==> src/design/lcfm_pkg.sv <==
// Shared constants, field widths and the store request type of the LED color fader.
// Depends on nothing; every other file of the block imports it.
`timescale 1ns / 1ps

package lcfm_pkg;

    localparam int LEDS_DRIVEN_DEF  = 30;
    localparam int STRIP_LENGTH_DEF = 60;
    localparam int CHANNELS         = 3;

    localparam int BYTE_INDEX_W = 7;
    localparam int BYTE_W       = 8;
    localparam int LED_INDEX_W  = 6;
    localparam int COLOR_W      = CHANNELS * BYTE_W;
    localparam int LANE_W       = 2;
    // Wide enough for the largest supported LED count (32).
    localparam int ROW_MAX_W    = 5;

    localparam logic MODE_WRITE = 1'b0;
    localparam logic MODE_TICK  = 1'b1;

    typedef logic [CHANNELS-1:0][BYTE_W-1:0] row_t;

    typedef struct packed {
        logic                  tgt_we;
        logic [ROW_MAX_W-1:0]  tgt_row;
        logic [LANE_W-1:0]     tgt_lane;
        logic [BYTE_W-1:0]     tgt_data;
        logic                  rd_en;
        logic [ROW_MAX_W-1:0]  rd_row;
        logic                  cur_we;
        logic [ROW_MAX_W-1:0]  cur_row;
    } store_req_t;

    // floor(x/3) for any 7-bit x: x*43 >> 7 is exact below 128.
    function automatic logic [BYTE_INDEX_W-1:0] div3(input logic [BYTE_INDEX_W-1:0] x);
        logic [2*BYTE_INDEX_W-1:0] prod;
        prod = (2*BYTE_INDEX_W)'(x) * (2*BYTE_INDEX_W)'(43);
        return prod[2*BYTE_INDEX_W-1:BYTE_INDEX_W];
    endfunction

    // One smoothing step with gain 1/4: floor((3*cur + tgt) / 4).
    function automatic logic [BYTE_W-1:0] smooth(input logic [BYTE_W-1:0] cur,
                                                 input logic [BYTE_W-1:0] tgt);
        logic [BYTE_W+1:0] sum;
        sum = {cur, 1'b0} + (BYTE_W+2)'(cur) + (BYTE_W+2)'(tgt);
        return sum[BYTE_W+1:2];
    endfunction

endpackage

==> src/design/lcfm_in_if.sv <==
// Command channel of the LED color fader: target byte writes and frame ticks.
// Depends on lcfm_pkg for the field widths.
`timescale 1ns / 1ps

interface lcfm_in_if;
    import lcfm_pkg::*;

    logic                    valid;
    logic                    ready;
    logic                    mode;
    logic [BYTE_INDEX_W-1:0] byte_index;
    logic [BYTE_W-1:0]       byte_value;

    modport source (output valid, mode, byte_index, byte_value, input ready);
    modport sink   (input valid, mode, byte_index, byte_value, output ready);
endinterface

==> src/design/lcfm_out_if.sv <==
// Result channel of the LED color fader: one strip position and its color per transfer.
// Depends on lcfm_pkg for the field widths.
`timescale 1ns / 1ps

interface lcfm_out_if;
    import lcfm_pkg::*;

    logic                   valid;
    logic                   ready;
    logic [LED_INDEX_W-1:0] led_index;
    logic [COLOR_W-1:0]     color;
    logic                   last;

    modport source (output valid, led_index, color, last, input ready);
    modport sink   (input valid, led_index, color, last, output ready);
endinterface

==> src/design/lcfm_store.sv <==
// Target and current color stores, one RGB row per LED, with a valid bit per target byte and per current row.
// Depends on lcfm_pkg; driven by the sequencer in led_color_fader_mirror_unit.
`timescale 1ns / 1ps

module lcfm_store #(
    parameter int LEDS_DRIVEN = lcfm_pkg::LEDS_DRIVEN_DEF
) (
    input  logic                clk,
    input  logic                rst_n,
    input  lcfm_pkg::store_req_t req,
    output lcfm_pkg::row_t      row_next
);
    import lcfm_pkg::*;

    localparam int ROW_W = (LEDS_DRIVEN > 1) ? $clog2(LEDS_DRIVEN) : 1;

    row_t                tgt_mem [LEDS_DRIVEN];
    row_t                cur_mem [LEDS_DRIVEN];
    logic [CHANNELS-1:0] tgt_vld_reg [LEDS_DRIVEN];
    logic                cur_vld_reg [LEDS_DRIVEN];

    row_t                tgt_rd_reg;
    row_t                cur_rd_reg;
    logic [CHANNELS-1:0] tgt_rv_reg;
    logic                cur_rv_reg;

    logic [ROW_W-1:0] tgt_row;
    logic [ROW_W-1:0] rd_row;
    logic [ROW_W-1:0] cur_row;

    assign tgt_row = req.tgt_row[ROW_W-1:0];
    assign rd_row  = req.rd_row[ROW_W-1:0];
    assign cur_row = req.cur_row[ROW_W-1:0];

    // Storage arrays: no reset, entries read as zero until their valid bit is set.
    always_ff @(posedge clk)
    begin
        if (req.tgt_we)
        begin
            tgt_mem[tgt_row][req.tgt_lane] <= req.tgt_data;
        end
        if (req.cur_we)
        begin
            cur_mem[cur_row] <= row_next;
        end
        if (req.rd_en)
        begin
            tgt_rd_reg <= tgt_mem[rd_row];
            cur_rd_reg <= cur_mem[rd_row];
        end
    end

    always_ff @(posedge clk or negedge rst_n)
    begin
        if (!rst_n)
        begin
            for (int i = 0; i < LEDS_DRIVEN; i++)
            begin
                tgt_vld_reg[i] <= '0;
                cur_vld_reg[i] <= 1'b0;
            end
            tgt_rv_reg <= '0;
            cur_rv_reg <= 1'b0;
        end
        else
        begin
            if (req.tgt_we)
            begin
                tgt_vld_reg[tgt_row][req.tgt_lane] <= 1'b1;
            end
            if (req.cur_we)
            begin
                cur_vld_reg[cur_row] <= 1'b1;
            end
            if (req.rd_en)
            begin
                tgt_rv_reg <= tgt_vld_reg[rd_row];
                cur_rv_reg <= cur_vld_reg[rd_row];
            end
        end
    end

    always_comb
    begin
        for (int c = 0; c < CHANNELS; c++)
        begin
            row_next[c] = smooth(cur_rv_reg ? cur_rd_reg[c] : '0,
                                 tgt_rv_reg[c] ? tgt_rd_reg[c] : '0);
        end
    end

endmodule

==> src/design/led_color_fader_mirror_unit.sv <==
// Top level of the LED color fader with mirrored output: command decode, tick sequencer,
// result buffer. Depends on lcfm_pkg, lcfm_in_if, lcfm_out_if and lcfm_store.
//
//   channel  role    transfer carries
//   -------  ------  ----------------------------------------------
//   cmd      sink    mode, byte_index, byte_value
//   result   source  led_index, color, last (two per LED on a tick)
//
// For each LED a frame tick reads the row in ST_FETCH, then in ST_LOAD smooths it and
// writes it back through the single port of each store; the drain of the final result
// pair overlaps the next command.
// Reset clears the valid bits of both stores at once; no clearing pass is needed.
// A stalled result channel holds the sequencer on its read row until the buffer frees.
`timescale 1ns / 1ps

module led_color_fader_mirror_unit #(
    parameter int LEDS_DRIVEN  = lcfm_pkg::LEDS_DRIVEN_DEF,
    parameter int STRIP_LENGTH = lcfm_pkg::STRIP_LENGTH_DEF
) (
    input  logic     clk,
    input  logic     rst_n,
    lcfm_in_if.sink  cmd,
    lcfm_out_if.source result
);
    import lcfm_pkg::*;

    localparam int ROW_W = (LEDS_DRIVEN > 1) ? $clog2(LEDS_DRIVEN) : 1;
    localparam logic [ROW_W-1:0]        LAST_LED    = ROW_W'(LEDS_DRIVEN - 1);
    localparam logic [BYTE_INDEX_W-1:0] BYTE_LIMIT  = BYTE_INDEX_W'(LEDS_DRIVEN * CHANNELS);
    localparam logic [LED_INDEX_W-1:0]  MIRROR_BASE = LED_INDEX_W'(STRIP_LENGTH - 1);

    typedef enum logic [1:0] {
        ST_IDLE,
        ST_FETCH,
        ST_LOAD
    } state_t;

    state_t                 state_reg,  state_next;
    logic [ROW_W-1:0]       led_reg,    led_next;
    logic                   out_vld_reg, out_vld_next;
    logic                   out_phase_reg, out_phase_next;
    logic                   out_final_reg, out_final_next;
    logic [LED_INDEX_W-1:0] out_led_reg, out_led_next;
    logic [LED_INDEX_W-1:0] out_mir_reg, out_mir_next;
    logic [COLOR_W-1:0]     out_color_reg, out_color_next;

    store_req_t             store_req;
    row_t                   row_next;

    logic                   cmd_xfer;
    logic                   res_xfer;
    logic                   buf_free;
    logic [BYTE_INDEX_W-1:0] wr_row;
    logic [LANE_W-1:0]      wr_chan;
    logic [LED_INDEX_W-1:0] led_pos;

    lcfm_store #(
        .LEDS_DRIVEN (LEDS_DRIVEN)
    ) u_store (
        .clk      (clk),
        .rst_n    (rst_n),
        .req      (store_req),
        .row_next (row_next)
    );

    assign cmd.ready = (state_reg == ST_IDLE);
    assign cmd_xfer  = cmd.valid && cmd.ready;
    assign res_xfer  = result.valid && result.ready;
    // The buffer frees when empty or when its second transfer completes now.
    assign buf_free  = !out_vld_reg || (res_xfer && out_phase_reg);

    assign wr_row  = div3(cmd.byte_index);
    assign wr_chan = LANE_W'(cmd.byte_index - {wr_row[BYTE_INDEX_W-2:0], 1'b0} - wr_row);
    assign led_pos = LED_INDEX_W'(led_reg);

    assign result.valid     = out_vld_reg;
    assign result.led_index = out_phase_reg ? out_mir_reg : out_led_reg;
    assign result.color     = out_color_reg;
    assign result.last      = out_phase_reg && out_final_reg;

    always_comb
    begin
        state_next     = state_reg;
        led_next       = led_reg;
        out_vld_next   = out_vld_reg;
        out_phase_next = out_phase_reg;
        out_final_next = out_final_reg;
        out_led_next   = out_led_reg;
        out_mir_next   = out_mir_reg;
        out_color_next = out_color_reg;

        store_req          = '0;
        store_req.tgt_row  = ROW_MAX_W'(wr_row);
        // Red sits in the top byte of a row.
        store_req.tgt_lane = LANE_W'(CHANNELS - 1) - wr_chan;
        store_req.tgt_data = cmd.byte_value;
        store_req.rd_row   = ROW_MAX_W'(led_reg);
        store_req.cur_row  = ROW_MAX_W'(led_reg);

        // Drain the buffer: own index first, then the mirror.
        if (res_xfer)
        begin
            if (out_phase_reg)
            begin
                out_vld_next = 1'b0;
            end
            else
            begin
                out_phase_next = 1'b1;
            end
        end

        case (state_reg)
            ST_IDLE:
            begin
                if (cmd_xfer)
                begin
                    if (cmd.mode == MODE_TICK)
                    begin
                        led_next   = '0;
                        state_next = ST_FETCH;
                    end
                    else if (cmd.byte_index < BYTE_LIMIT)
                    begin
                        store_req.tgt_we = 1'b1;
                    end
                end
            end
            ST_FETCH:
            begin
                store_req.rd_en = 1'b1;
                state_next      = ST_LOAD;
            end
            ST_LOAD:
            begin
                // Hold the read row until the buffer can take the pair.
                if (buf_free)
                begin
                    store_req.cur_we = 1'b1;
                    out_vld_next     = 1'b1;
                    out_phase_next   = 1'b0;
                    out_final_next   = (led_reg == LAST_LED);
                    out_led_next     = led_pos;
                    out_mir_next     = MIRROR_BASE - led_pos;
                    out_color_next   = row_next;
                    if (led_reg == LAST_LED)
                    begin
                        state_next = ST_IDLE;
                    end
                    else
                    begin
                        led_next   = led_reg + 1'b1;
                        state_next = ST_FETCH;
                    end
                end
            end
            default:
            begin
                state_next = ST_IDLE;
            end
        endcase
    end

    always_ff @(posedge clk or negedge rst_n)
    begin
        if (!rst_n)
        begin
            state_reg     <= ST_IDLE;
            led_reg       <= '0;
            out_vld_reg   <= 1'b0;
            out_phase_reg <= 1'b0;
            out_final_reg <= 1'b0;
            out_led_reg   <= '0;
            out_mir_reg   <= '0;
            out_color_reg <= '0;
        end
        else
        begin
            state_reg     <= state_next;
            led_reg       <= led_next;
            out_vld_reg   <= out_vld_next;
            out_phase_reg <= out_phase_next;
            out_final_reg <= out_final_next;
            out_led_reg   <= out_led_next;
            out_mir_reg   <= out_mir_next;
            out_color_reg <= out_color_next;
        end
    end

`ifndef SYNTH
    a_fetch_then_load: assert property (@(posedge clk) disable iff (!rst_n)
        state_reg == ST_FETCH |=> state_reg == ST_LOAD)
        else $error("row read not followed by its load cycle");

    a_load_holds_row: assert property (@(posedge clk) disable iff (!rst_n)
        (state_reg == ST_LOAD && !buf_free) |=> (state_reg == ST_LOAD && $stable(led_reg)))
        else $error("sequencer left a row while the result buffer was full");

    a_load_shows_pair: assert property (@(posedge clk) disable iff (!rst_n)
        (state_reg == ST_LOAD && buf_free) |=> (result.valid && !out_phase_reg))
        else $error("loaded pair did not present its own-index result first");

    a_target_write_idle: assert property (@(posedge clk) disable iff (!rst_n)
        store_req.tgt_we |-> (state_reg == ST_IDLE && !store_req.cur_we))
        else $error("target write during a frame tick");
`endif

endmodule
==> src/flat_wrapper.sv <==
// flat-port wrapper written by rule: the top's interface ports become plain ports
module led_color_fader_mirror_unit_flat import lcfm_pkg::*;
#(
    parameter int LEDS_DRIVEN  = lcfm_pkg::LEDS_DRIVEN_DEF,
    parameter int STRIP_LENGTH = lcfm_pkg::STRIP_LENGTH_DEF
)
  (clk, rst_n, cmd_valid, cmd_mode, cmd_byte_index, cmd_byte_value, cmd_ready, result_valid, result_led_index, result_color, result_last, result_ready);
  lcfm_in_if cmd_i ();
  lcfm_out_if result_i ();
  input  logic clk;
  input  logic rst_n;
  input wire logic [$bits(cmd_i.valid)-1:0] cmd_valid;
  input wire logic [$bits(cmd_i.mode)-1:0] cmd_mode;
  input wire logic [$bits(cmd_i.byte_index)-1:0] cmd_byte_index;
  input wire logic [$bits(cmd_i.byte_value)-1:0] cmd_byte_value;
  output wire logic [$bits(cmd_i.ready)-1:0] cmd_ready;
  output wire logic [$bits(result_i.valid)-1:0] result_valid;
  output wire logic [$bits(result_i.led_index)-1:0] result_led_index;
  output wire logic [$bits(result_i.color)-1:0] result_color;
  output wire logic [$bits(result_i.last)-1:0] result_last;
  input wire logic [$bits(result_i.ready)-1:0] result_ready;
  assign cmd_i.valid = cmd_valid;
  assign cmd_i.mode = cmd_mode;
  assign cmd_i.byte_index = cmd_byte_index;
  assign cmd_i.byte_value = cmd_byte_value;
  assign cmd_ready = cmd_i.ready;
  assign result_valid = result_i.valid;
  assign result_led_index = result_i.led_index;
  assign result_color = result_i.color;
  assign result_last = result_i.last;
  assign result_i.ready = result_ready;
  led_color_fader_mirror_unit #(.LEDS_DRIVEN(LEDS_DRIVEN), .STRIP_LENGTH(STRIP_LENGTH)) u_core (.clk(clk), .rst_n(rst_n), .cmd(cmd_i), .result(result_i));
endmodule
==> config.mk <==
export PLATFORM = sky130hd
export DESIGN_NAME = led_color_fader_mirror_unit_flat
export DESIGN_NICKNAME = d
export VERILOG_FILES = /design/src/design/lcfm_pkg.sv /design/src/design/lcfm_in_if.sv /design/src/design/lcfm_out_if.sv /design/src/design/lcfm_store.sv /design/src/design/led_color_fader_mirror_unit.sv /design/src/flat_wrapper.sv
export SDC_FILE = /design/constraint.sdc
export NUM_CORES = 2
export LEC_CHECK = 0
export ABC_AREA = 0
export BUFFER_PORTS_ARGS = -buffer_cell sky130_fd_sc_hd__buf_2
export CAP_MARGIN = 20
export CORE_ASPECT_RATIO = 0.9
export CORE_MARGIN = 4
export CORE_UTILIZATION = 62
export DETAILED_ROUTE_END_ITERATION = 16
export PLACE_DENSITY = 0.78
export SLEW_MARGIN = 20
export SYNTH_ARGS = -nofsm -noshare
export SYNTH_HDL_FRONTEND = slang
export SYNTH_SLANG_ARGS = --single-unit
==> constraint.sdc <==
create_clock -name clk -period 8.5 [get_ports clk]
set_input_delay 1.7 -clock clk [delete_from_list [all_inputs] [get_ports clk]]
set_output_delay 1.7 -clock clk [all_outputs]
set_load 0.03 [all_outputs]
== Yosys cells after proc, flatten, opt, wreduce, memory -nomap -nowiden ==
Memory sizes are Yosys's and may differ from the RTL's. A register that Yosys moved wholly into a read port is not among the register bits.
Index checks and enable logic that the tools add are counted.

* $add $sub $neg: 11
* $mul: 1
* Div/mod/pow operators: 0
* $lt $le $gt $ge: 7
* Eq/ne operators: 7
* Shift-type cells: 0
* Mux-type cells: 49
* Bitwise gates (word level): 4
* Reduce and logical (&&, ||, !) cells: 14

{| class="wikitable"
|+ Operators with widths
! operator !! count
|-
| OR 90 bit || 1
|-
| 2-to-1 mux 8 bit || 7
|-
| adder 10 x 8 -> 10 bit || 3
|-
| adder 9 x 8 -> 10 bit || 3
|-
| OR 30 bit || 1
|-
| 2-to-1 mux 24 bit || 1
|-
| 2-to-1 mux 1 bit || 22
|-
| 2-to-1 mux 5 bit || 4
|-
| demux 8 bit (select 2 bit) || 1
|-
| binary-select mux 3 bit (select 5 bit) || 1
|-
| demux 3 bit (select 5 bit) || 1
|-
| >= comparator 6 bit (second input constant) || 2
|-
| less-than comparator 6 x 1 -> 1 bit (second input constant) || 2
|-
| multiplier 7 x 6 -> 12 bit (second input constant) || 1
|-
| inverter 5 -> 6 bit || 2
|-
| case mux 5 bit (2 select lines) || 1
|-
| 2-to-1 mux 3 bit || 3
|-
| logical AND 1 bit || 7
|-
| less-than comparator 7 bit (second input constant) || 1
|-
| 2-to-1 mux 2 bit || 3
|-
| 2-to-1 mux 6 bit || 1
|-
| != test 2 bit (second input constant) || 3
|-
| case mux 2 bit (3 select lines) || 1
|-
| subtractor 6 x 5 -> 6 bit (first input constant) || 1
|-
| 19 further kinds || 20
|}

* Flip-flop bits (word level): 169
* Bits in latches: 0
* Memory bits (writable): 1,440
* Bits in read-only memories: 0
* Input bits: 20
* Output and inout port bits: 33
* Word-level logic and storage cells: 165
* Memories: 2

{| class="wikitable"
|+ Memories
! memory !! words !! bits a word !! rd ports !! clocked after memory_dff !! wr ports !! line !! text
|-
| u_core.u_store.cur_mem || 30 || 24 || 1 || 1 || 1 || lcfm_store.sv:18 || <nowiki>row_t cur_mem [LEDS_DRIVEN];</nowiki>
|-
| u_core.u_store.tgt_mem || 30 || 24 || 1 || 1 || 1 || lcfm_store.sv:17 || <nowiki>row_t tgt_mem [LEDS_DRIVEN];</nowiki>
|}

== Longest topological paths before layout ==
* Depth after elaboration: 11
* Depth in mapped cells: 18
* Depth with buffers taken out: 16

== Modules after synthesis ==
From an unflattened synthesis, not the netlist that was laid out.

* Cell total of the unflattened synthesis: 3,867
* Area, all modules: 66,515.0 um^2

{| class="wikitable"
|+ Modules (own cells, without submodules)
! module !! instances !! cells an instance !! area each (um^2) !! sequential area each (um^2)
|-
| lcfm_store || 1 || 3,577 || 63,878.8 || 47,785.8
|-
| led_color_fader_mirror_unit || 1 || 290 || 2,636.3 || 1,101.1
|}

== Worst setup path before layout ==
Ideal clock, no wire load.

* Kind: input to register
* From: input cmd_byte_index[5]
* To: memory u_core.u_store.tgt_mem[14][10] (netlist bit) (enable)
* Setup time: 395 ps
* Arrival time: 6,278 ps
* Required time: 8,105 ps
* Path slack: 1,827 ps
* Stages: 16
* Path buffers: 1
* Cell sequence: inv_1 > ha_1 > fa_1 > inv_1 > fa_1 > ha_1 > nand3_1 > o221a_2 > buf_6 > xnor2_1 > ha_1 > xor3_1 > a311oi_1 > a22o_1 > nand2_1 > nor4_1

* Longest elaborated chain between the ends: 9
* Elaborated cells on any way between the ends: 16
* Classes of those cells: add/sub (3); mul (1); order compare (3); mux (8); reduce/logical (1)

{| class="wikitable"
|+ Ends and longest elaborated chain
! what !! line !! text
|-
| from (decl) || flat_wrapper.sv:14 || <nowiki>input wire logic [$bits(cmd_i.byte_index)-1:0] cmd_byte_index;</nowiki>
|-
| multiplier 7 x 6 -> 12 bit || lcfm_pkg.sv:38 || <nowiki>prod = (2*BYTE_INDEX_W)'(x) * (2*BYTE_INDEX_W)'(43);</nowiki>
|-
| subtractor 2 bit (2 in series) || led_color_fader_mirror_unit.sv:73 || <nowiki>assign wr_chan = LANE_W'(cmd.byte_index - {wr_row[BYTE_INDEX_W-2:0], 1'b0} - wr_row);</nowiki>
|-
| subtractor 2 bit || led_color_fader_mirror_unit.sv:95 || <nowiki>store_req.tgt_lane = LANE_W'(CHANNELS - 1) - wr_chan;</nowiki>
|-
| less-than comparator 2 x 3 -> 1 bit (not written as such) / >= comparator 2 x 1 -> 1 bit (equally long branches) || lcfm_store.sv:40 || <nowiki>tgt_mem[tgt_row][req.tgt_lane] <= req.tgt_data;</nowiki>
|-
| logical AND 1 bit (not written as such) || lcfm_store.sv:40 ||
|-
| 2-to-1 mux 8 bit (not written as such) || lcfm_store.sv:40 ||
|-
| demux 8 bit (select 2 bit) || lcfm_store.sv:40 ||
|-
| 2-to-1 mux 24 bit (not written as such) || lcfm_store.sv:40 ||
|-
| to (decl) || lcfm_store.sv:17 ||
|}

Several ways; a longest one is shown, not always the timed one.

== Worst setup path after layout ==
* From: input cmd_byte_index[5]
* To: memory u_core.u_store.tgt_mem[21][5] (netlist bit) (enable)

The elaborated chain is that of the path after synthesis.

==> metrics.yaml <==
pwr:
  p_leak_nw: 24.14
  power_frac_seq: 0.440
  clkPwrFrac: 0.242
  swShare: 0.3322
  ir_drop_v: 0.0005399
  p_int_mw: 19.55
  combPwrFrac: 0.318
  powerDensity_nw_per_um2: 399.1
  netSwitchingPower_mw: 9.728
detailed_routing:
  wirelength_um: 169400
  wl_per_cell_um: 34.31
  ant_nets: 0
  first_pass_iters: 5
  avgViaCountPerCell: 7.146
  drc: 0
  drt_iter0_markers: 5426
  via_count: 35293
synth:
  synth-edff-count: 1488
  synth_area_leader_cell: "edfxtp_1"
  netlist_area_um2: 65620
  syn_avg_cell_area_um2: 19.81
  synthArstFlopShare: 0.1014
  yosys-top-cells-area: "edfxtp_1 (68%), mux4_2 (12%), dfrtp_1 (6.4%)"
  synth_seq_area_share: 0.7450
  ys.warnings.count: 0
  synth_fp_nets: 3419
  netlist.area_leader.share: 0.6809
  yosysMostFrequentCell: "edfxtp_1"
  netlist_instances: 3313
  synth_commonest_cells: "edfxtp_1 (1488), mux4_2 (364), nor2_1 (195), dfrtp_1 (168), a22oi_1 (152)"
  yosysUniqueCellTypes: 70
  synthFlopType: "edfxtp_1"
  ys_ff_latch: 1656
timing:
  rsz0062_at_grt: "false"
  fin_setup_tns_ps: 0
  worst_pin_slew_ps: 1134
  max_freq_mhz: 138.6
  maxSlewViolCount: 0
  setup_violations: 0
  hold_violations: 0
  period_share: 0.8485
  min_period_ps: 7213
  slew_headroom: 0.2227
  fin_skew_ps: 19.41
die:
  coreArea_um2: 104400
  row_count: 112
  die-area_um2: 111100
  die_x_um: 350.9
  die_h_um: 316.6
  pin_count: 53
  start_util: 0.6286
critical_path:
  endpoint_kind: "flip-flop"
  worst_setup_path_start_kind: "input pin"
  path_class: "in2reg"
  required_ps: 8890
  r2r_slack_ps: 4190
  critPathArrivalTime_ps: 7600
  path_max_fanout: 25
  r2r_cells: 8
clocking:
  clkTransAtPathRegs_ps: 60
  numCtsBuffers: 158
  cts_num_sinks: 1656
  ctsHoldBuffers: 0
  root_buffer: "clkbuf_16"
  cts_resized: 0
  h-tree-depth: 4
  cts_setup_buffers: 0
  cts_tree: "yes"
  cts_buffer_depth: 3
  insertion_delay_ps: 760
global_route:
  grt_pass1_wl_um: 247800
  grt_pass1_vias: 35226
  grt.overflow.total: 0
  antenna_found_initial: 7
  grtUsageTotal: 0.3123
  grt_max_degree: 159
finish:
  final_core_util: 0.7028
  drive_above_1_share: 0.2506
  fin_nets: 3545
  nFillCells: 5900
  syn2layout_area_growth_pct: 11.80
run_status:
  status: "finished clean"
worst_hold_path:
  hold_depth: 1
  hp-class: "reg2reg"
job:
  maxCapViolCount: 0
placement:
  gp_congestion: 0.9122
  dpl.hpwl_um: 91670
  io_buffers: 52
[worst max-delay path: stages]
cell and delay [ps]:
buf_2 140, inv_1 50, ha_1 320, fa_1 540, inv_1 50, fa_1 470
ha_1 320, nand3_1 100, o221a_2 390, xnor2_1 560, ha_1 310, xor3_1 270
a311oi_1 400, a22o_1 440, nand2_1 710, nor2_1 820
[power groups by stage]
stage	Sequential [mW]	Clock (mW)	Combinational [mW]
after CTS	12.9	7.13	8.84
after floorplan	13.0	0	5.53
after global routing	12.9	7.50	9.92
final	12.9	7.08	9.31
after detailed placement	13.1	0	8.72
after global placement	13.0	0	8.20
[cell type report]
class	count	area [µm²]	area share
repair buffers	139	1003	0.01368
clock buffers	210	4471	0.06093
multi-input cells	1444	16370	0.2231
well taps	1368	1712	0.02333
diodes	3	7.507	0.0001023
flip-flops and latches	1656	48900	0.6664
inverters	40	150.1	0.002046
clock inverters	79	764.5	0.01042
[layer usage]
metal | vias up | track usage | share of wire
li1 | 13747 | - | -
met1 | 18198 | 0.4553 | 0.36
met2 | 2916 | 0.4652 | 0.46
met3 | 426 | 0.08699 | 0.14
met4 | 6 | 0.1104 | 0.038
met5 | - | 0 | 0.00021
[per-stage QoR]
| stage | setup WS (ps) | hold slack (ps) | std cells | power (mW) | area (µm²) |
|---|---|---|---|---|---|
| after global routing | 1069 | 480.5 | 4937 | 30.36 | 73370 |
| after floorplan | 1827 | 423.3 | 3313 | 18.56 | 65620 |
| after CTS | 1483 | 467.1 | 4936 | 28.88 | 73200 |
| after global placement | 1021 | 441.5 | 4645 | 21.23 | 67910 |
| after detailed placement | 742.1 | 451.1 | 4647 | 21.78 | 67970 |
| final | 1287 | 468.4 | 4939 | 29.28 | 73370 |
[layout by cell type, fill, tap and decap left out, drive strengths merged, types with 57 or more instances in the layout]
master  instances
edfxtp       1488
mux4          364
clkbuf        211
nor2          198
dfrtp         168
a22oi         152
buf           138
nand2          72
o21bai         72
mux2i          61
a21oi          57
[logic make-up after synthesis]
logic type | Yosys count | synth area share
buffers and inverters | 213 | 0.01396
AND/OR/NAND/NOR | 512 | 0.03853
AO/OA/AOI/OAI | 376 | 0.04128
flip-flops | 1656 | 0.7450
multiplexers | 445 | 0.1377
adder cells (fa/ha/maj) | 86 | 0.01983
XOR/XNOR | 25 | 0.003794
[worst paths after layout]
path                                                       end                           start
worst max register to register       u_core.u_store.cur_rv_reg               u_core.led_reg[1]
worst min register to register  u_core.u_store.cur_vld_reg[24]  u_core.u_store.cur_vld_reg[24]
max in group asynchronous       u_core.u_store.tgt_vld_reg[23]                           rst_n
worst min-delay path            u_core.u_store.cur_vld_reg[24]  u_core.u_store.cur_vld_reg[24]
min in group asynchronous              u_core.result.color[19]                           rst_n
worst max-delay path             u_core.u_store.tgt_mem[21][5]               cmd_byte_index[5]
Note: power is estimated with default switching activity, not from simulation.
